<file path="config.mk">
export PLATFORM = sky130hd
export DESIGN_NAME = mfad_keyexp
export DESIGN_NICKNAME = d
export VERILOG_FILES = /design/src/rtl/mfad_pkg.sv /design/src/rtl/mfad_keyexp.sv
export SDC_FILE = /design/constraint.sdc
export NUM_CORES = 2
export LEC_CHECK = 0
export BUFFER_PORTS_ARGS = -buffer_cell sky130_fd_sc_hd__buf_2
export CAP_MARGIN = 30
export CORE_MARGIN = 4
export CORE_UTILIZATION = 61
export CTS_CLUSTER_DIAMETER = 200
export DETAILED_ROUTE_END_ITERATION = 8
export GPL_TIMING_DRIVEN = 0
export HOLD_SLACK_MARGIN = 0.12
export PLACE_DENSITY = 0.81
export SETUP_SLACK_MARGIN = 0.15
export SLEW_MARGIN = 20
export SYNTH_ARGS = -nofsm -noshare
export SYNTH_HDL_FRONTEND = slang
export SYNTH_SLANG_ARGS = --single-unit
</file>
<file path="constraint.sdc">
create_clock -name clk -period 39.4 [get_ports clk]
set_clock_uncertainty 0.1 [all_clocks]
set_input_delay 7.88 -clock clk [delete_from_list [all_inputs] [get_ports clk]]
set_output_delay 7.88 -clock clk [all_outputs]
set_load 0.02 [all_outputs]
</file>
<file path="src/rtl/mfad_pkg.sv">
// ----------------------------------------------------------------------------
// mfad_pkg: shared types and constants of the mode 5 frame decryptor
// Holds frame geometry, the AES S-box tables, status codes and the command
// and status records that pass between the controller and the datapath.
// ----------------------------------------------------------------------------
package mfad_pkg;

    localparam int FRAME_MAX  = 256;
    localparam int HEADER_LEN = 15;
    localparam int POS_W      = $clog2(FRAME_MAX + 1);
    localparam logic [7:0] CHECK_BYTE = 8'h2F;

    typedef enum logic [1:0] {
        ST_OK        = 2'd0,
        ST_FRAME_SHORT = 2'd1,
        ST_PAYLOAD_SHORT = 2'd2,
        ST_FRAME_LONG  = 2'd3
    } frame_status_t;

    // What an accepted byte does.
    typedef enum logic [1:0] {
        CLS_DROP   = 2'd0,
        CLS_SINGLE = 2'd1,
        CLS_BUFFER = 2'd2
    } item_cls_t;

    // Source of an emitted result.
    typedef enum logic [1:0] {
        EM_SINGLE = 2'd0,
        EM_BLOCK  = 2'd1,
        EM_FLUSH  = 2'd2,
        EM_DUMMY  = 2'd3
    } emit_sel_t;

    typedef struct packed {
        logic       accept;
        logic       aes_load;
        logic       aes_round;
        logic       aes_finish;
        logic [3:0] rk_idx;
        logic       emit;
        emit_sel_t  sel;
        logic [3:0] idx;
        logic       end_frame;
        logic       clear;
    } mfad_cmd_t;

    typedef struct packed {
        logic       in_valid;
        logic       in_last;
        item_cls_t  cls;
        logic       blk_full;
        logic       fill_nz;
        logic [3:0] fill_last;
        logic       last;
        logic       out_free;
        logic       key_ready;
    } mfad_sts_t;

    localparam logic [2047:0] SBOX_V = {
        128'h637c777bf26b6fc53001672bfed7ab76, 128'hca82c97dfa5947f0add4a2af9ca472c0,
        128'hb7fd9326363ff7cc34a5e5f171d83115, 128'h04c723c31896059a071280e2eb27b275,
        128'h09832c1a1b6e5aa0523bd6b329e32f84, 128'h53d100ed20fcb15b6acbbe394a4c58cf,
        128'hd0efaafb434d338545f9027f503c9fa8, 128'h51a3408f929d38f5bcb6da2110fff3d2,
        128'hcd0c13ec5f974417c4a77e3d645d1973, 128'h60814fdc222a908846eeb814de5e0bdb,
        128'he0323a0a4906245cc2d3ac629195e479, 128'he7c8376d8dd54ea96c56f4ea657aae08,
        128'hba78252e1ca6b4c6e8dd741f4bbd8b8a, 128'h703eb5664803f60e613557b986c11d9e,
        128'he1f8981169d98e949b1e87e9ce5528df, 128'h8ca1890dbfe6426841992d0fb054bb16
    };

    localparam logic [2047:0] INV_SBOX_V = {
        128'h52096ad53036a538bf40a39e81f3d7fb, 128'h7ce339829b2fff87348e4344c4dee9cb,
        128'h547b9432a6c2233dee4c950b42fac34e, 128'h082ea16628d924b2765ba2496d8bd125,
        128'h72f8f66486689816d4a45ccc5d65b692, 128'h6c704850fdedb9da5e154657a78d9d84,
        128'h90d8ab008cbcd30af7e45805b8b34506, 128'hd02c1e8fca3f0f02c1afbd0301138a6b,
        128'h3a9111414f67dcea97f2cfcef0b4e673, 128'h96ac7422e7ad3585e2f937e81c75df6e,
        128'h47f11a711d29c5896fb7620eaa18be1b, 128'hfc563e4bc6d279209adbc0fe78cd5af4,
        128'h1fdda8338807c731b11210592780ec5f, 128'h60517fa919b54a0d2de57a9f93c99cef,
        128'ha0e03b4dae2af5b0c8ebbb3c83539961, 128'h172b047eba77d626e169146355210c7d
    };

    function automatic logic [7:0] sbox(input logic [7:0] a);
        return SBOX_V[(8'd255 - a) * 8 +: 8];
    endfunction

    function automatic logic [7:0] inv_sbox(input logic [7:0] a);
        return INV_SBOX_V[(8'd255 - a) * 8 +: 8];
    endfunction

    function automatic logic [7:0] xtime(input logic [7:0] a);
        return {a[6:0], 1'b0} ^ (a[7] ? 8'h1B : 8'h00);
    endfunction

endpackage

</file>
<file path="src/rtl/mfad_keyexp.sv">
// ----------------------------------------------------------------------------
// mfad_keyexp: AES-128 key register and round key expansion
// Holds the key, expands it one round key per cycle after each key write
// and after reset, and serves one round key at a time.
// ----------------------------------------------------------------------------
module mfad_keyexp
    import mfad_pkg::*;
(
    input  logic         clk,
    input  logic         rst_n,
    input  logic         cfg_we,
    input  logic         cfg_index,
    input  logic [63:0]  cfg_data,
    input  logic [3:0]   rk_idx,
    output logic [127:0] rk_word,
    output logic         key_ready
);

    logic [63:0]  key_hi_reg;
    logic [63:0]  key_lo_reg;
    logic         start_reg;
    logic         busy_reg;
    logic [3:0]   step_reg;
    logic [7:0]   rcon_reg;
    logic [127:0] cur_reg;
    logic [127:0] rk_mem [11];
    logic [127:0] next_key;
    logic [31:0]  t_word;

    always_comb
    begin
        t_word = {sbox(cur_reg[23:16]) ^ rcon_reg, sbox(cur_reg[15:8]),
                  sbox(cur_reg[7:0]), sbox(cur_reg[31:24])};
        next_key[127:96] = cur_reg[127:96] ^ t_word;
        next_key[95:64]  = cur_reg[95:64] ^ next_key[127:96];
        next_key[63:32]  = cur_reg[63:32] ^ next_key[95:64];
        next_key[31:0]   = cur_reg[31:0] ^ next_key[63:32];
    end

    always_ff @(posedge clk or negedge rst_n)
    begin
        if (!rst_n)
        begin
            key_hi_reg <= '0;
            key_lo_reg <= '0;
            start_reg  <= 1'b1;
            busy_reg   <= 1'b0;
            step_reg   <= '0;
            rcon_reg   <= 8'h01;
        end
        else
        begin
            if (cfg_we)
            begin
                if (cfg_index)
                    key_lo_reg <= cfg_data;
                else
                    key_hi_reg <= cfg_data;
                start_reg <= 1'b1;
            end
            else if (start_reg)
            begin
                start_reg <= 1'b0;
                busy_reg  <= 1'b1;
                step_reg  <= 4'd1;
                rcon_reg  <= 8'h01;
            end
            else if (busy_reg)
            begin
                rcon_reg <= xtime(rcon_reg);
                step_reg <= step_reg + 4'd1;
                if (step_reg == 4'd10)
                    busy_reg <= 1'b0;
            end
        end
    end

    always_ff @(posedge clk)
    begin
        if (!cfg_we && start_reg)
        begin
            cur_reg   <= {key_hi_reg, key_lo_reg};
            rk_mem[0] <= {key_hi_reg, key_lo_reg};
        end
        else if (!cfg_we && busy_reg)
        begin
            cur_reg          <= next_key;
            rk_mem[step_reg] <= next_key;
        end
    end

    assign rk_word   = rk_mem[rk_idx];
    assign key_ready = !start_reg && !busy_reg && !cfg_we;

endmodule

</file>
==> results_dict.tcl, run 1 <==
set metrics [dict create \
    status "did not finish" \
    stop_stage "global routing (5_1_grt)" \
    error "[ERROR GRT-0232] Routing congestion too high. Check the congestion heatmap in the GUI." \
    dp_hpwl_mm 263 \
    grt.overflow.total 24 \
    ios 201 \
    ys_seq_area_share_pct 61.4 \
    die_h_um 372 \
    rows 133 \
    synth_seq_cells 1678 \
    syn_avg_cell_area_um2 14.6 \
    initial_core_util_pct 61.5 \
    yosysUniqueCellTypes 96 \
    synth_edf_count 1536 \
    postPlaceCellArea_mm2 0.0870 \
    die_w_um 372 \
    synth.largest_area_cell "edfxtp_1" \
    cts_resized 0 \
    io_buffers 196 \
    routabilityCongestion 1.09 \
    cts_buffers 165 \
    syn_inst 5525 \
    antenna_found_initial 91 \
    hold_buffers 0 \
    synth_flop_cell "edfxtp_1" \
    cts_buffer_depth 3 \
    grt_usage_pct 68.9 \
    postCtsSetupBuffers 0 \
    synth.area.top_cells "edfxtp_1 (57%), mux4_2 (12%), dfrtp_1 (4.3%)" \
    cts_sinks 1678 \
    yosys.area.top_type_share_pct 57.0 \
    clk_root_buffer_cell "clkbuf_16" \
    htreeDepth 4 \
    grt_max_degree 100 \
    synth_area_mm2 0.0809 \
    synth_nets 5659 \
    async_flop_share_pct 8.46 \
    ys_warn_count 0 \
]
==> cell usage after synthesis (12+ instances only) <==
library cell and number:
nand4_1 20, nor4_1 15, nand3b_1 17, ha_1 62, o211ai_1 41, o31ai_1 37
and3_1 26, a31oi_1 56, a211oi_1 43, xnor2_1 103, a32oi_1 12, a211o_1 18
nand3_1 89, nand2_1 391, nand2b_1 116, or3_1 32, nor3b_1 18, buf_1 61
clkbuf_1 309, buf_2 91, nor3_1 82, a21o_1 20, mux2_2 281, mux4_2 416
a311oi_1 41, o22ai_1 14, o21ai_0 324, o2111ai_1 22, o311ai_0 46, mux2i_1 52
o311a_1 12, dfrtp_1 140, edfxtp_1 1536, nor2_1 234, a21oi_1 218, o221ai_1 25
a2111oi_0 23, xor2_1 60, a221oi_1 29, o21a_1 19, inv_1 47, or2_2 31
nor2b_1 85, and2_1 30
==> per-stage QoR <==
| step | util (%) | worst slack (ns) | hold slack [ns] | instances |
|---|---|---|---|---|
| 3_5_place_dp | 66.1 | 20.28 | 0.418 | 7685 |
| 2_1_floorplan | - | 17.63 | 0.392 | 5525 |
| 3_3_place_gp | 63.9 | 5.82 | 0.403 | 7476 |
| 4_1_cts | 70.2 | 20.24 | 0.429 | 7985 |
==> logic make-up after synthesis <==
logic type / count (synthesis) / synth area share, %
AND/OR/NAND/NOR: 1218 / 7.41
buffers and inverters: 525 / 2.66
XOR/XNOR: 184 / 2.32
adder cells (fa/ha/maj): 62 / 0.959
flip-flops: 1678 / 61.4
multiplexers: 750 / 16.2
AO/OA/AOI/OAI: 1108 / 9.08
==> metal layers <==
layer | overflow | GRT usage [%]
met1 | 3 | 72.1
met4 | 5 | 56.7
met2 | 3 | 84.3
met3 | 13 | 55.1
met5 | 0 | 44.7
==> inputs of run 2 (changes only) <==
- CORE_UTILIZATION: 61 -> 40
- CTS_CLUSTER_DIAMETER: 200 -> unset
- HOLD_SLACK_MARGIN: 0.12 -> unset
- PLACE_DENSITY: 0.81 -> unset
- PLACE_DENSITY_LB_ADDON: unset -> 0.15
- SETUP_SLACK_MARGIN: 0.15 -> unset
==> run 2 against run 1 <==
  * The flow now finishes without violations
  * Area after synthesis unchanged
  * Synthesized cell count is the same
==> results_dict.tcl, run 2 <==
set metrics [dict create \
    r2r-start "cur_reg[17]$_DFFE_PP_" \
    fp.dieArea_mm2 0.210 \
    cts.clk_slew.worst_paths_ns 0.06 \
    async_flop_share_pct 8.46 \
    synth_area_mm2 0.0809 \
    yosysUniqueCellTypes 96 \
    status "finished clean" \
    htreeDepth 4 \
    cp_top_family "buffers and inverters" \
    cts_buffer_depth 3 \
    critPathBufInv 6 \
    final_cell_mix "edfxtp_1 (1536), mux4_2 (416), nand2_1 (391), clkbuf_1 (351), buf_2 (317)" \
    min_to "key_lo_reg[14]$_DFFE_PN0P_" \
    cts_resized 0 \
    routabilityCongestion 0.971 \
    r2r_setup_slack_ns 30.48 \
    grt_pass1_wl_mm 471 \
    clk-insertion-delay-late_ns 0.83 \
    grt_pass1_vias 56244 \
    grt_usage_pct 32.1 \
    drc_errors 0 \
    ios 201 \
    postCtsSetupBuffers 0 \
    critical-path-max-stage-delay_ns 0.57 \
    slew_headroom_pct 28.6 \
    critPathMostFrequentCell "mux4_2" \
    dp_hpwl_mm 254 \
    cts_buffers 166 \
    maxCapViolations 0 \
    worstPathMaxFanout 7 \
    grt_max_degree 88 \
    rows 164 \
    die_h_um 458 \
    core-area_mm2 0.200 \
    hold_viol 0 \
    synth.area.top_cells "edfxtp_1 (57%), mux4_2 (12%), dfrtp_1 (4.3%)" \
    nets 6295 \
    drt-wirelength-per-cell_um 38.2 \
    drtAntennaViolNets 0 \
    rsz0062_at_grt "false" \
    synth_seq_cells 1678 \
    setup-tns-final_ns 0 \
    ys_top_cells_by_count "edfxtp_1 (1536), mux4_2 (416), nand2_1 (391)" \
    worst_pin_slew_ns 1.06 \
    design_area_mm2 0.0945 \
    final_common_cell "edfxtp_1" \
    dr.first_iter.drc_count 7301 \
    syn_avg_cell_area_um2 14.6 \
    dr.pass1.iters 7 \
    io_buffers 196 \
    fmax_ghz 0.0531 \
    p_leak_uw 0.0320 \
    power_density_mw_per_mm2 90.6 \
    crit_arrival_ns 10.85 \
    drive_gt1_share_pct 25.6 \
    vias 57029 \
    initial_core_util_pct 40.4 \
    die_w_um 458 \
    required_ns 31.42 \
    endpoint_kind "output port" \
    hold_class "register to register" \
    layout-area-overhead-vs-synth_pct 16.8 \
    worst-setup-path-type "input pin to output port" \
    yosys.area.top_type_share_pct 57.0 \
    postPlaceCellArea_mm2 0.0891 \
    reg2reg_depth 14 \
    synth_nets 5659 \
    wirelength_mm 342 \
    cts_sinks 1678 \
    avgViaCountPerCell 6.36 \
    p_total_uw 8560 \
    worst_hold_slack_ns 0.435 \
    drv_slew 0 \
    synth.largest_area_cell "edfxtp_1" \
    grt.overflow.total 0 \
    min_from "key_lo_reg[14]$_DFFE_PN0P_" \
    cp_slowest_cell "buf_1" \
    cts_tree "done" \
    ys_seq_area_share_pct 61.4 \
    cp-start-kind "input pin" \
    ys_warn_count 0 \
    hold_buffers 0 \
    synth.most_common_cell "edfxtp_1" \
    antenna_found_initial 33 \
    synth_edf_count 1536 \
    period_minus_slack_ns 18.83 \
    clk_root_buffer_cell "clkbuf_16" \
    hold_path_depth 1 \
    cp_cell_sequence "clkbuf_1 -> clkbuf_2 -> buf_16 -> buf_1 -> buf_6 -> mux4_2 -> mux4_2 -> buf_2" \
    synth_flop_cell "edfxtp_1" \
    syn_inst 5525 \
    peakVddDrop_uv 48.3 \
    setup_viol 0 \
    largest_register_ffs 1408 \
    regToRegEndpoint "rk_mem[7][24]$_DFFE_PP_" \
    fin_crit_sh_pct 47.8 \
]
==> run 2: cell counts after synthesis <==
No cell type changed its count.
==> run 2: metal layers <==
layer / share of wire, % / GRT usage (%)
met2: 47 / 51.7
met5: 0.015 / 0
met3: 7.4 / 5.96
met4: 5.8 / 15.7
met1: 40 / 42.2
==> run 2: through the flow <==
stage / setup WS [ns] / utilization [%] / std cells
2_1_floorplan: 17.63 / - / 5525
3_3_place_gp: -0.346 / 42.5 / 8377
3_5_place_dp: 20.56 / 44.4 / 8636
4_1_cts: 20.55 / 47.1 / 8944
5_1_grt: 20.47 / 47.1 / 8961
6_report: 20.57 / 47.2 / 8968
==> run 2: kinds of logic after synthesis <==
group                      count (synthesis)  share of synthesized area (%)
AOI/OAI and AO/OA                       1108                           9.08
and+or+nand+nor                         1218                           7.41
muxes                                    750                           16.2
buffers and inverters                    525                           2.66
adders and majority gates                 62                          0.959
xor gates and xnor gates                 184                           2.32
DFF                                     1678                           61.4
==> run 2: worst max path at each step <==
stage / startpoint / to / slack, ns / depth (start not counted)
finish: rk_idx[0] / rk_word[53] / 20.57 / 8
global route: rk_idx[0] / rk_word[47] / 20.47 / 8
CTS: rk_idx[0] / rk_word[53] / 20.55 / 8
detailed placement: rk_idx[0] / rk_word[53] / 20.56 / 8
global placement: cfg_we / rk_mem[8][97]$_DFFE_PP_ / -0.35 / 7
floorplan: cfg_we / rk_mem[8][0]$_DFFE_PP_ / 17.63 / 6
==> run 2: where the power goes <==
| group | leakage (µW) | internal, µW | switching, µW |
|---|---|---|---|
| Combinational | 0.0137 | 1290 | 3130 |
| Clock | 0.00254 | 858 | 690 |
| Sequential | 0.0158 | 2470 | 130 |
==> run 2: cell type report <==
class / count / area (µm²)
inverters: 54 / 210
diodes: 11 / 27.5
multi-input cells: 3322 / 29400
fillers: 17633 / 106000
plain buffers: 471 / 1970
well taps: 2656 / 3320
flip-flops and latches: 1678 / 49700
repair buffers: 468 / 4690
clock buffers: 230 / 4540
clock inverters: 78 / 746
No activity file was read; power rests on OpenSTA's default activity.
