$ cat src/rtl/mfad_pkg.sv
// ----------------------------------------------------------------------------
// mfad_pkg: shared types and constants of the mode 5 frame decryptor
// Holds frame geometry, the AES S-box tables, status codes and the command
// and status records that pass between the controller and the datapath.
// ----------------------------------------------------------------------------
package mfad_pkg;

    localparam int FRAME_MAX  = 256;
    localparam int HEADER_LEN = 15;
    localparam int POS_W      = $clog2(FRAME_MAX + 1);
    localparam logic [7:0] CHECK_BYTE = 8'h2F;

    typedef enum logic [1:0] {
        ST_OK        = 2'd0,
        ST_FRAME_SHORT = 2'd1,
        ST_PAYLOAD_SHORT = 2'd2,
        ST_FRAME_LONG  = 2'd3
    } frame_status_t;

    // What an accepted byte does.
    typedef enum logic [1:0] {
        CLS_DROP   = 2'd0,
        CLS_SINGLE = 2'd1,
        CLS_BUFFER = 2'd2
    } item_cls_t;

    // Source of an emitted result.
    typedef enum logic [1:0] {
        EM_SINGLE = 2'd0,
        EM_BLOCK  = 2'd1,
        EM_FLUSH  = 2'd2,
        EM_DUMMY  = 2'd3
    } emit_sel_t;

    typedef struct packed {
        logic       accept;
        logic       aes_load;
        logic       aes_round;
        logic       aes_finish;
        logic [3:0] rk_idx;
        logic       emit;
        emit_sel_t  sel;
        logic [3:0] idx;
        logic       end_frame;
        logic       clear;
    } mfad_cmd_t;

    typedef struct packed {
        logic       in_valid;
        logic       in_last;
        item_cls_t  cls;
        logic       blk_full;
        logic       fill_nz;
        logic [3:0] fill_last;
        logic       last;
        logic       out_free;
        logic       key_ready;
    } mfad_sts_t;

    localparam logic [2047:0] SBOX_V = {
        128'h637c777bf26b6fc53001672bfed7ab76, 128'hca82c97dfa5947f0add4a2af9ca472c0,
        128'hb7fd9326363ff7cc34a5e5f171d83115, 128'h04c723c31896059a071280e2eb27b275,
        128'h09832c1a1b6e5aa0523bd6b329e32f84, 128'h53d100ed20fcb15b6acbbe394a4c58cf,
        128'hd0efaafb434d338545f9027f503c9fa8, 128'h51a3408f929d38f5bcb6da2110fff3d2,
        128'hcd0c13ec5f974417c4a77e3d645d1973, 128'h60814fdc222a908846eeb814de5e0bdb,
        128'he0323a0a4906245cc2d3ac629195e479, 128'he7c8376d8dd54ea96c56f4ea657aae08,
        128'hba78252e1ca6b4c6e8dd741f4bbd8b8a, 128'h703eb5664803f60e613557b986c11d9e,
        128'he1f8981169d98e949b1e87e9ce5528df, 128'h8ca1890dbfe6426841992d0fb054bb16
    };

    localparam logic [2047:0] INV_SBOX_V = {
        128'h52096ad53036a538bf40a39e81f3d7fb, 128'h7ce339829b2fff87348e4344c4dee9cb,
        128'h547b9432a6c2233dee4c950b42fac34e, 128'h082ea16628d924b2765ba2496d8bd125,
        128'h72f8f66486689816d4a45ccc5d65b692, 128'h6c704850fdedb9da5e154657a78d9d84,
        128'h90d8ab008cbcd30af7e45805b8b34506, 128'hd02c1e8fca3f0f02c1afbd0301138a6b,
        128'h3a9111414f67dcea97f2cfcef0b4e673, 128'h96ac7422e7ad3585e2f937e81c75df6e,
        128'h47f11a711d29c5896fb7620eaa18be1b, 128'hfc563e4bc6d279209adbc0fe78cd5af4,
        128'h1fdda8338807c731b11210592780ec5f, 128'h60517fa919b54a0d2de57a9f93c99cef,
        128'ha0e03b4dae2af5b0c8ebbb3c83539961, 128'h172b047eba77d626e169146355210c7d
    };

    function automatic logic [7:0] sbox(input logic [7:0] a);
        return SBOX_V[(8'd255 - a) * 8 +: 8];
    endfunction

    function automatic logic [7:0] inv_sbox(input logic [7:0] a);
        return INV_SBOX_V[(8'd255 - a) * 8 +: 8];
    endfunction

    function automatic logic [7:0] xtime(input logic [7:0] a);
        return {a[6:0], 1'b0} ^ (a[7] ? 8'h1B : 8'h00);
    endfunction

endpackage

$ cat src/rtl/mfad_ctrl.sv
// ----------------------------------------------------------------------------
// mfad_ctrl: sequencer of the mode 5 frame decryptor
// Takes one byte, then steps the datapath through the decryption rounds
// and the output beats that the byte causes.
// ----------------------------------------------------------------------------
module mfad_ctrl
    import mfad_pkg::*;
(
    input  logic      clk,
    input  logic      rst_n,
    input  mfad_sts_t sts,
    output mfad_cmd_t cmd,
    output logic      in_stall
);

    typedef enum logic [2:0] {
        S_IDLE, S_SINGLE, S_KEYWAIT, S_ROUND, S_FINISH, S_BLOCK, S_FLUSH, S_DUMMY
    } state_t;

    state_t     state_reg, state_next;
    logic [3:0] cnt_reg, cnt_next;

    always_comb
    begin
        state_next = state_reg;
        cnt_next   = cnt_reg;
        cmd        = '0;
        cmd.sel    = EM_SINGLE;
        cmd.idx    = cnt_reg;
        cmd.rk_idx = cnt_reg;
        case (state_reg)
            S_IDLE:
            begin
                cmd.accept = sts.in_valid;
                cnt_next   = '0;
                if (sts.in_valid)
                begin
                    case (sts.cls)
                        CLS_DROP:
                            if (sts.in_last)
                                state_next = sts.fill_nz ? S_FLUSH : S_DUMMY;
                        CLS_SINGLE:
                            state_next = S_SINGLE;
                        default:
                            if (sts.blk_full)
                                state_next = S_KEYWAIT;
                            else if (sts.in_last)
                                state_next = S_FLUSH;
                    endcase
                end
            end
            S_SINGLE:
            begin
                if (sts.out_free)
                begin
                    cmd.emit      = 1'b1;
                    cmd.end_frame = sts.last && !sts.fill_nz;
                    cmd.clear     = cmd.end_frame;
                    state_next    = (sts.last && sts.fill_nz) ? S_FLUSH : S_IDLE;
                end
            end
            S_KEYWAIT:
            begin
                cmd.rk_idx = 4'd10;
                if (sts.key_ready)
                begin
                    cmd.aes_load = 1'b1;
                    cnt_next     = 4'd9;
                    state_next   = S_ROUND;
                end
            end
            S_ROUND:
            begin
                cmd.aes_round = 1'b1;
                if (cnt_reg == '0)
                    state_next = S_FINISH;
                else
                    cnt_next = cnt_reg - 4'd1;
            end
            S_FINISH:
            begin
                cmd.aes_finish = 1'b1;
                cnt_next       = '0;
                state_next     = S_BLOCK;
            end
            S_BLOCK:
            begin
                cmd.sel = EM_BLOCK;
                if (sts.out_free)
                begin
                    cmd.emit      = 1'b1;
                    cmd.end_frame = sts.last && cnt_reg == 4'd15;
                    cmd.clear     = cmd.end_frame;
                    cnt_next      = cnt_reg + 4'd1;
                    if (cnt_reg == 4'd15)
                        state_next = S_IDLE;
                end
            end
            S_FLUSH:
            begin
                cmd.sel = EM_FLUSH;
                if (sts.out_free)
                begin
                    cmd.emit      = 1'b1;
                    cmd.end_frame = (cnt_reg == sts.fill_last);
                    cmd.clear     = cmd.end_frame;
                    cnt_next      = cnt_reg + 4'd1;
                    if (cmd.end_frame)
                        state_next = S_IDLE;
                end
            end
            S_DUMMY:
            begin
                cmd.sel = EM_DUMMY;
                if (sts.out_free)
                begin
                    cmd.emit      = 1'b1;
                    cmd.end_frame = 1'b1;
                    cmd.clear     = 1'b1;
                    state_next    = S_IDLE;
                end
            end
            default:
                state_next = S_IDLE;
        endcase
    end

    always_ff @(posedge clk or negedge rst_n)
    begin
        if (!rst_n)
        begin
            state_reg <= S_IDLE;
            cnt_reg   <= '0;
        end
        else
        begin
            state_reg <= state_next;
            cnt_reg   <= cnt_next;
        end
    end

    assign in_stall = (state_reg != S_IDLE);

    // The round keys must not change while a block is being decrypted.
    a_keys_stable: assert property (@(posedge clk) disable iff (!rst_n)
        state_reg == S_ROUND |-> sts.key_ready)
        else $error("round keys changed during decryption");

    // A result is only loaded when the output register can take it.
    a_emit_free: assert property (@(posedge clk) disable iff (!rst_n)
        cmd.emit |-> sts.out_free)
        else $error("result loaded over an untaken result");

    // The CBC finish step always follows the last round.
    a_finish_order: assert property (@(posedge clk) disable iff (!rst_n)
        state_reg == S_FINISH |-> $past(state_reg) == S_ROUND && $past(cnt_reg) == '0)
        else $error("finish step out of order");

endmodule

$ cat config.mk
export PLATFORM = sky130hd
export DESIGN_NAME = mfad_ctrl
export DESIGN_NICKNAME = d
export VERILOG_FILES = /design/src/rtl/mfad_pkg.sv /design/src/rtl/mfad_ctrl.sv
export SDC_FILE = /design/constraint.sdc
export NUM_CORES = 1
export LEC_CHECK = 0
export ABC_AREA = 1
export ABC_CLOCK_PERIOD_IN_PS = 4200
export BUFFER_PORTS_ARGS = -buffer_cell sky130_fd_sc_hd__buf_2
export CORE_MARGIN = 2
export CORE_UTILIZATION = 26
export CTS_CLUSTER_SIZE = 24
export DETAILED_ROUTE_END_ITERATION = 7
export SLEW_MARGIN = 10
export SYNTH_ARGS = -nofsm -noshare
export SYNTH_HDL_FRONTEND = slang
export SYNTH_SLANG_ARGS = --single-unit
$ cat constraint.sdc
create_clock -name clk -period 4.2 [get_ports clk]
set_input_delay 0 -clock clk [delete_from_list [all_inputs] [get_ports clk]]
set_output_delay 0 -clock clk [all_outputs]
set_load 0.1 [all_outputs]
# After elaboration in Yosys (flattened, before gate mapping)
# Cells that the tools add are included.
[word_totals]
regBits = 7
elab_cells = 75
out_inout_bits = 18
in_bits = 15
[classes]
add_sub_neg = 2
n_mux = 34
n_eq_ne = 23
n_reduce_logical = 14
[ops]
columns = ["operator", "count"]
rows = [
  ["$mux 3", 13],
  ["$pmux 3 s8", 1],
  ["$ne 2x2->1 const B", 10],
  ["$mux 4", 4],
  ["$pmux 4 s4", 1],
  ["$eq 3x3->1 const B", 4],
  ["$reduce_and 11->1", 1],
  ["$mux 1", 8],
  ["$mux 2", 4],
  ["$pmux 2 s4", 1],
  ["$eq 3x2->1 const B", 2],
  ["$pmux 2 s3", 1],
  ["$pmux 3 s2", 1],
  ["$add 4x1->4 const B", 1],
  ["$eq 4x4->1", 1],
  ["$eq 4x4->1 const B", 1],
  ["$logic_not 4->1", 1],
  ["$ne 4x3->1 const B", 1],
  ["$reduce_and 4->1", 1],
  ["$reduce_bool 4->1", 1],
  ["$reduce_or 2->1", 2],
  ["$reduce_or 4->1", 1],
  ["$sub 4x1->4 const B", 1],
  ["$eq 3x1->1 const B", 1],
  ["other kinds (8)", 10],
]

# Logic depth before layout (Yosys ltp)
# Gate-level depths: netlist (run 1).
[logic_depth]
word_depth = 5
mapped_depth = 13
ltp_nobuf = 12

# Worst setup path before layout (run 1)
# Ideal clock, no wire load.
[synth_path]
path_type = "reg2out"
from = "register state_reg[1]"
to = "output cmd[1] in the netlist's numbering"
setup_slack_ps = -146
t_required_ps = 4200
n_path_buf = 2
arrival_ps = 4346
stages_incl_launch_ff = 8
cell_sequence = "dfrtp_1 -> buf_6 -> inv_2 -> nand2_1 -> a21oi_1 -> nand2_1 -> a21oi_1 -> buf_4"
[synth_lines]
columns = ["element", "line", "source"]
rows = [
  ["start, declared", "mfad_ctrl.sv:20", "state_t state_reg, state_next;"],
  ["start signal, assigned", "mfad_ctrl.sv:137", "state_reg <= state_next;"],
  ["end, declared", "mfad_ctrl.sv:12", "output mfad_cmd_t cmd,"],
]

==> results of run 1 <==
worst paths after layout:
kind / endpoint / slack [ns] / depth (start not counted)
max: cmd[1] / 2.27 / 9
min: cnt_reg[3] / 0.11 / 2
max reg2reg: cnt_reg[2] / 2.34 / 11
min reg2reg: cnt_reg[1] / 0.60 / 2
max in group asynchronous: state_reg[1] / 3.93 / 2
min in group clk: state_reg[2] / 0.16 / 5
synthesized netlist by cell type:
cell and number:
nand2_1 69, inv_1 25, nor2_1 13, nand3_1 11, dfrtp_1 7, nand3_2 5
a21oi_1 4, inv_2 4, nand4_1 4, nor2_2 4, buf_6 3, nand2_4 3
nand2_2 2, nor2_4 2, a21oi_2 1, buf_4 1, ha_1 1, nand3_4 1
o211ai_1 1, o21ai_0 1, o21ai_1 1, o21ai_2 1, xor2_1 1
critical path, cell delays in order, from the launching register on:
cell and delay (ns):
dfrtp_1 0.48, inv_1 0.10, nand2_1 0.06, nand2_1 0.05, nor2_1 0.13, nand2_1 0.07, nand2_1 0.15, nand2_1 0.09
a21oi_2 0.12, buf_2 0.44
per-stage QoR:
step	std cells	cell area (µm²)	utilization, %
after floorplan	165	955	-
after global placement	239	1130	33.1
after detailed placement	239	1130	33.1
after CTS	244	1170	34.2
after global routing	244	1170	34.2
final	244	1170	34.2
area by class of cell:
| class | instances | area share [%] |
|---|---|---|
| Multi-Input combinational cell | 125 | 53.9 |
| Clock buffer | 4 | 2.25 |
| Timing Repair Buffer | 33 | 14.6 |
| Inverter | 29 | 9.32 |
| Sequential cell | 7 | 15.0 |
| Tap cell | 46 | 4.93 |
metal layers:
layer | track usage [%] | routed length (µm) | vias to the layer above | part of all wire [%]
li1 | - | - | 573 | -
met1 | 18.5 | 1170 | 450 | 48
met2 | 21.4 | 1130 | 35 | 46
met3 | 3.13 | 158 | 0 | 6.4
met4 | 2.66 | 0 | 0 | 0
met5 | 0 | 0 | - | 0
cell usage in the layout (no fill, tap or decap), types with 4 or more instances in the layout:
cell type  netlist  layout
buf_2            0      32
nor2_2           4       4
inv_2            4       4
nand4_1          4       4
inv_1           25      25
dfrtp_1          7       7
nor2_1          13      13
nand2_1         69      69
nand3_1         11      11
nand3_2          5       5
logic make-up after synthesis:
group	after synthesis	share of synthesized area (%)
XOR/XNOR	1	0.921
buffers and inverters	33	15.8
flip-flops	7	18.4
AO/OA/AOI/OAI	9	5.79
AND/OR/NAND/NOR	114	57.8
adder cells (fa/ha/maj)	1	1.32
what timing repair did:
item / in CTS / in global routing
buffers inserted: 0 / 0
setup endpoints to repair: 0 / 0
hold endpoints to repair: 7 / 0
hold buffers: 1 / 0
==> flow_summary.toml, run 1 <==
[status]
status = "finished, final reports clean"

[synthesis]
yosys_warnings = 0
netlist_instances = 165
synth-seq-area-share_pct = 18.4
yosys.area.top_type_share_pct = 27.2
ys_seq_elements = 7
syn_area_um2 = 951
yosysTopAreaCell = "nand2_1"
synth_nets = 181
synthTopCellsByArea = "nand2_1, dfrtp_1, inv_1"
ys_types = 23
synth_area_per_cell_um2 = 5.76

[cts]
ctsResizeCount = 0
cts_tree = "yes"
cts_made_buffers = 3
clock_latency_ns = 0.26
cts_buffer_depth = 2
cts.root.buffer_cell = "clkbuf_4"
numClockSinks = 7
htreeDepth = 1
path_clk_slew_ns = 0.06

[detailed_routing]
detail_route.wl_per_cell_um = 10.1
dr.first_iter.drc_count = 51
ant_nets = 0
wirelength_um = 2470
routed_via_density = 4.34
num_vias = 1058
first_pass_iters = 4
drc_errors = 0

[cells_and_area]
drive_gt1_share_pct = 29.8
multi_input_area_um2 = 629
area_delta_synth_final_pct = 22.8
fillers = 401
antennaDiodeCount = 0
largest_reg_flops = 4
regArea_um2 = 175
final_nets = 215

[placed_design]
routabilityCongestion = 0.790
place_hpwl_um = 2010
place_ws_ns = 2.34
io_buffers = 32

[grt]
grt_antenna_before_repair = 0
grt_pass1_vias = 1027
grt_max_degree = 10
grt_overflow_total = 0
grt_pass1_wl_um = 4390
grt_use_total_pct = 13.4

[worst_setup_path]
crit_type = "reg2out"
required_ns = 4.20
setup.worst_path.start = "cnt_reg[2]"
crit_arrival_ns = 1.93
start_kind = "flip-flop"
crit_path_max_fanout = 8
r2r_start = "state_reg[1]"
cp-end-kind = "output port"

[floorplanning]
die_y_um = 64.5
boundaryPins = 33
die_w_um = 64.5
initial_core_util_pct = 27.8
die_area_um2 = 4160
rows = 21
core_area_um2 = 3420

[timing]
timing.hold.ws_ns = 0.107
grt_setup_unrepaired = "false"
relSlewSlack_pct = 67.3
maxSlewViolCount = 0
finalHoldViolations = 0
max_freq_mhz = 517
timing.setup.tns_ns = 0
fin_ws_ns = 2.27
final.min_clock_period_ns = 1.93
fin_crit_sh_pct = 46.0
skew_ns = 0.00164
setup_viol = 0
worst_pin_slew_ns = 0.494

[worst_hold_path]
hp-class = "in2async"

[job]
drv_cap = 0
Power of run 1 is not shown: default switching activity piles up to over one toggle a cycle in this logic, so the estimate is an artifact.
==> inputs of run 2 (changes only) <==
--- a/config.mk
+++ b/config.mk
@@ -5,8 +5,8 @@
 export SDC_FILE = /design/constraint.sdc
 export NUM_CORES = 1
 export LEC_CHECK = 0
-export ABC_AREA = 1
-export ABC_CLOCK_PERIOD_IN_PS = 4200
+export ABC_AREA = 0
+export ABC_CLOCK_PERIOD_IN_PS = 1600
 export BUFFER_PORTS_ARGS = -buffer_cell sky130_fd_sc_hd__buf_2
 export CORE_MARGIN = 2
 export CORE_UTILIZATION = 26
==> constraint.sdc (replaced) <==
create_clock -name clk -period 1.6 [get_ports clk]
set_input_delay 0 -clock clk [delete_from_list [all_inputs] [get_ports clk]]
set_output_delay 0 -clock clk [all_outputs]
set_load 0.1 [all_outputs]
==> run 2 against run 1 <==
- the run now ends with setup timing left
- synthesized cell count fell by 33%
- sequential cell count did not move
- count of clock-buffer cells in the layout did not move
- setup slack got worse by 2.5 ns
- critical path depth fell by 4
- largest cell class unchanged
==> flow_summary.toml, run 2 <==
[grt]
grt_use_total_pct = 15.5
use_met1_pct = 18.3
grt_pass1_wl_um = 4820
grt.busiest_layer = "met2"
grt_max_degree = 22
grt_pass1_vias = 1044
grt_overflow_total = 0
met2_usage_pct = 27.3
grt_util_met3_pct = 4.89
grt_antenna_before_repair = 0

[worst_setup_path]
worstPathBufferInverterCount = 1
crit_type = "reg2out"
crit_chain = "xor2_2, o41ai_4, nand2_2, a21oi_4, buf_12"
start_kind = "flip-flop"
crit_arrival_ns = 1.79
required_ns = 1.60
cp_slowest_cell = "dfrtp_4"
cp-end-kind = "output port"
crit_path_max_fanout = 2
max_stage_delay_ns = 0.50
critical_path.top_delay_family = "compound AO/OA/AOI/OAI gates"

[synthesis]
synthSimpleGateAreaFrac_pct = 28.0
synth-seq-area-share_pct = 19.8
synth_nets = 127
ys_seq_elements = 7
synth_top_family_by_area = "simple AND/OR/NAND/NOR gates"
synth_area_per_cell_um2 = 7.96
yosys.area.top_type_share_pct = 19.8
yosys_warnings = 0
synth-main-ff-cell = "dfrtp_1"
synthMuxAreaShare_pct = 6.52
netlist_instances = 111
ys_top_cells_by_count = "nand2_1, nor2_1, dfrtp_1, inv_1, buf_2"
syn_area_um2 = 883
synth_fa_ha_area_share_pct = 2.55
synthTopCellsByArea = "dfrtp_1, xor2_1, nand2_1"
synth-async-reset-ratio_pct = 100
yosysTopAreaCell = "dfrtp_1"
synth_compound_area_share_pct = 26.1
synth.most_common_cell = "nand2_1"
ys_types = 44
synth_edf_count = 0
synth-xor-area-share_pct = 6.80

[cts]
path_clk_slew_ns = 0.06
cts_buffer_depth = 2
cts_tree = "yes"
clock_latency_ns = 0.26
cts_made_buffers = 3
numClockSinks = 7
cts.root.buffer_cell = "clkbuf_4"
htreeDepth = 1

[cells_and_area]
finalNonFillerCells = 212
layout_commonest_cell = "buf_4"
fillers = 320
multi_input_area_um2 = 734
regArea_um2 = 189
antennaDiodeCount = 0
final_nets = 183
drive_gt1_share_pct = 57.2
largest_reg_flops = 4
area_delta_synth_final_pct = 83.9
layout_common_cells = "buf_4, buf_2, buf_12, inv_1, nand2_1"

[timing]
fin_ws_ns = -0.185
relSlewSlack_pct = 67.6
fin_crit_sh_pct = 112
grt_setup_unrepaired = "true"
setup_viol = 6
finalHoldViolations = 0
max_freq_mhz = 560
skew_ns = 0.00819
final.min_clock_period_ns = 1.79
worst_pin_slew_ns = 0.490
maxSlewViolCount = 0

[placed_design]
post-place-cells = 199
place_ws_ns = -0.124
place_hpwl_um = 2200
routabilityCongestion = 0.835
io_buffers = 32

[floorplanning]
boundaryPins = 33
die_y_um = 62.3
die_area_um2 = 3880
rows = 21
core_area_um2 = 3310
die_w_um = 62.3
initial_core_util_pct = 26.7

[detailed_routing]
detail_route.wl_per_cell_um = 13.7
wirelength_um = 2900
drc_errors = 0
dr.first_iter.drc_count = 38
first_pass_iters = 5
num_vias = 1068
routed_via_density = 5.04
ant_nets = 0

[job]
drv_cap = 0

[status]
violations = "setup timing"
status = "finished with violations"

[worst_hold_path]
hp-class = "in2async"
-- run 2: cell types whose count changed in the layout (fill, tap and decap cells not counted), moves of 4 or more --
cell and delta:
nand3_2 -5, nand3_1 -10, buf_12 +13, buf_6 +4
nor2_2 -4, inv_1 -18, nand2_1 -62, buf_4 +24
nand2b_1 +4, dfrtp_1 -5, buf_2 -13, inv_2 -4
nor2_1 -8
-- run 2: cell type report --
cell class	instances	share of cell area, %
Inverter	7	1.62
Multi-Input combinational cell	87	45.2
Clock buffer	4	1.62
Sequential cell	7	11.6
Timing Repair Buffer	61	36.4
Tap cell	46	3.54
-- run 2: worst paths after layout --
path	from	endpoint	slack [ns]	depth (start not counted)
worst min register to register	cnt_reg[3]	cnt_reg[3]	0.68	2
min in group clk	sts[10]	state_reg[0]	0.14	4
max in group asynchronous	rst_n	cnt_reg[1]	1.30	2
worst max register to register	state_reg[1]	state_reg[2]	-0.12	5
worst max-delay path	cnt_reg[1]	cmd[1]	-0.19	5
worst min-delay path	rst_n	cnt_reg[3]	0.12	2
-- run 2: what timing repair did --
action                     4_1_cts  5_1_grt
setup endpoints to repair        8       18
hold buffers                     1        0
hold endpoints to repair         7        0
gates resized for setup          4       14
pin swaps                        7        8
buffers inserted                 3        5
-- run 2: worst register-to-register path, cell delays in order, from the launching register on --
cell and delay (ns):
dfrtp_1 0.40, buf_6 0.18, nor4_1 0.37, a22oi_2 0.15, o211ai_1 0.14, mux2_2 0.37
-- run 2: cell families after synthesis --
logic type | after synthesis
and+or+nand+nor | 45
AOI/OAI and AO/OA | 29
buffers and inverters | 17
DFF | 7
xor gates and xnor gates | 6
muxes | 5
adders and majority gates | 2
-- run 2: per-stage QoR --
step,cell area (µm²),util (%),hold slack [ns],setup TNS (ns)
after detailed placement,1460,44.2,-0.158,-0.443
after global routing,1620,49.1,0.121,-1.34
after CTS,1540,46.5,0.111,-1.01
after floorplan,1020,-,-0.296,-2.40
final,1620,49.1,0.118,-0.772
after global placement,1460,44.2,-0.156,-0.134
-- run 2: layer usage --
metal  routed length (µm)  vias up
li1                     -      509
met1                 1190      520
met2                 1550       33
met3                  131        6
met4                   29        0
met5                    0        -
Power of run 2 is left out for the same reason.
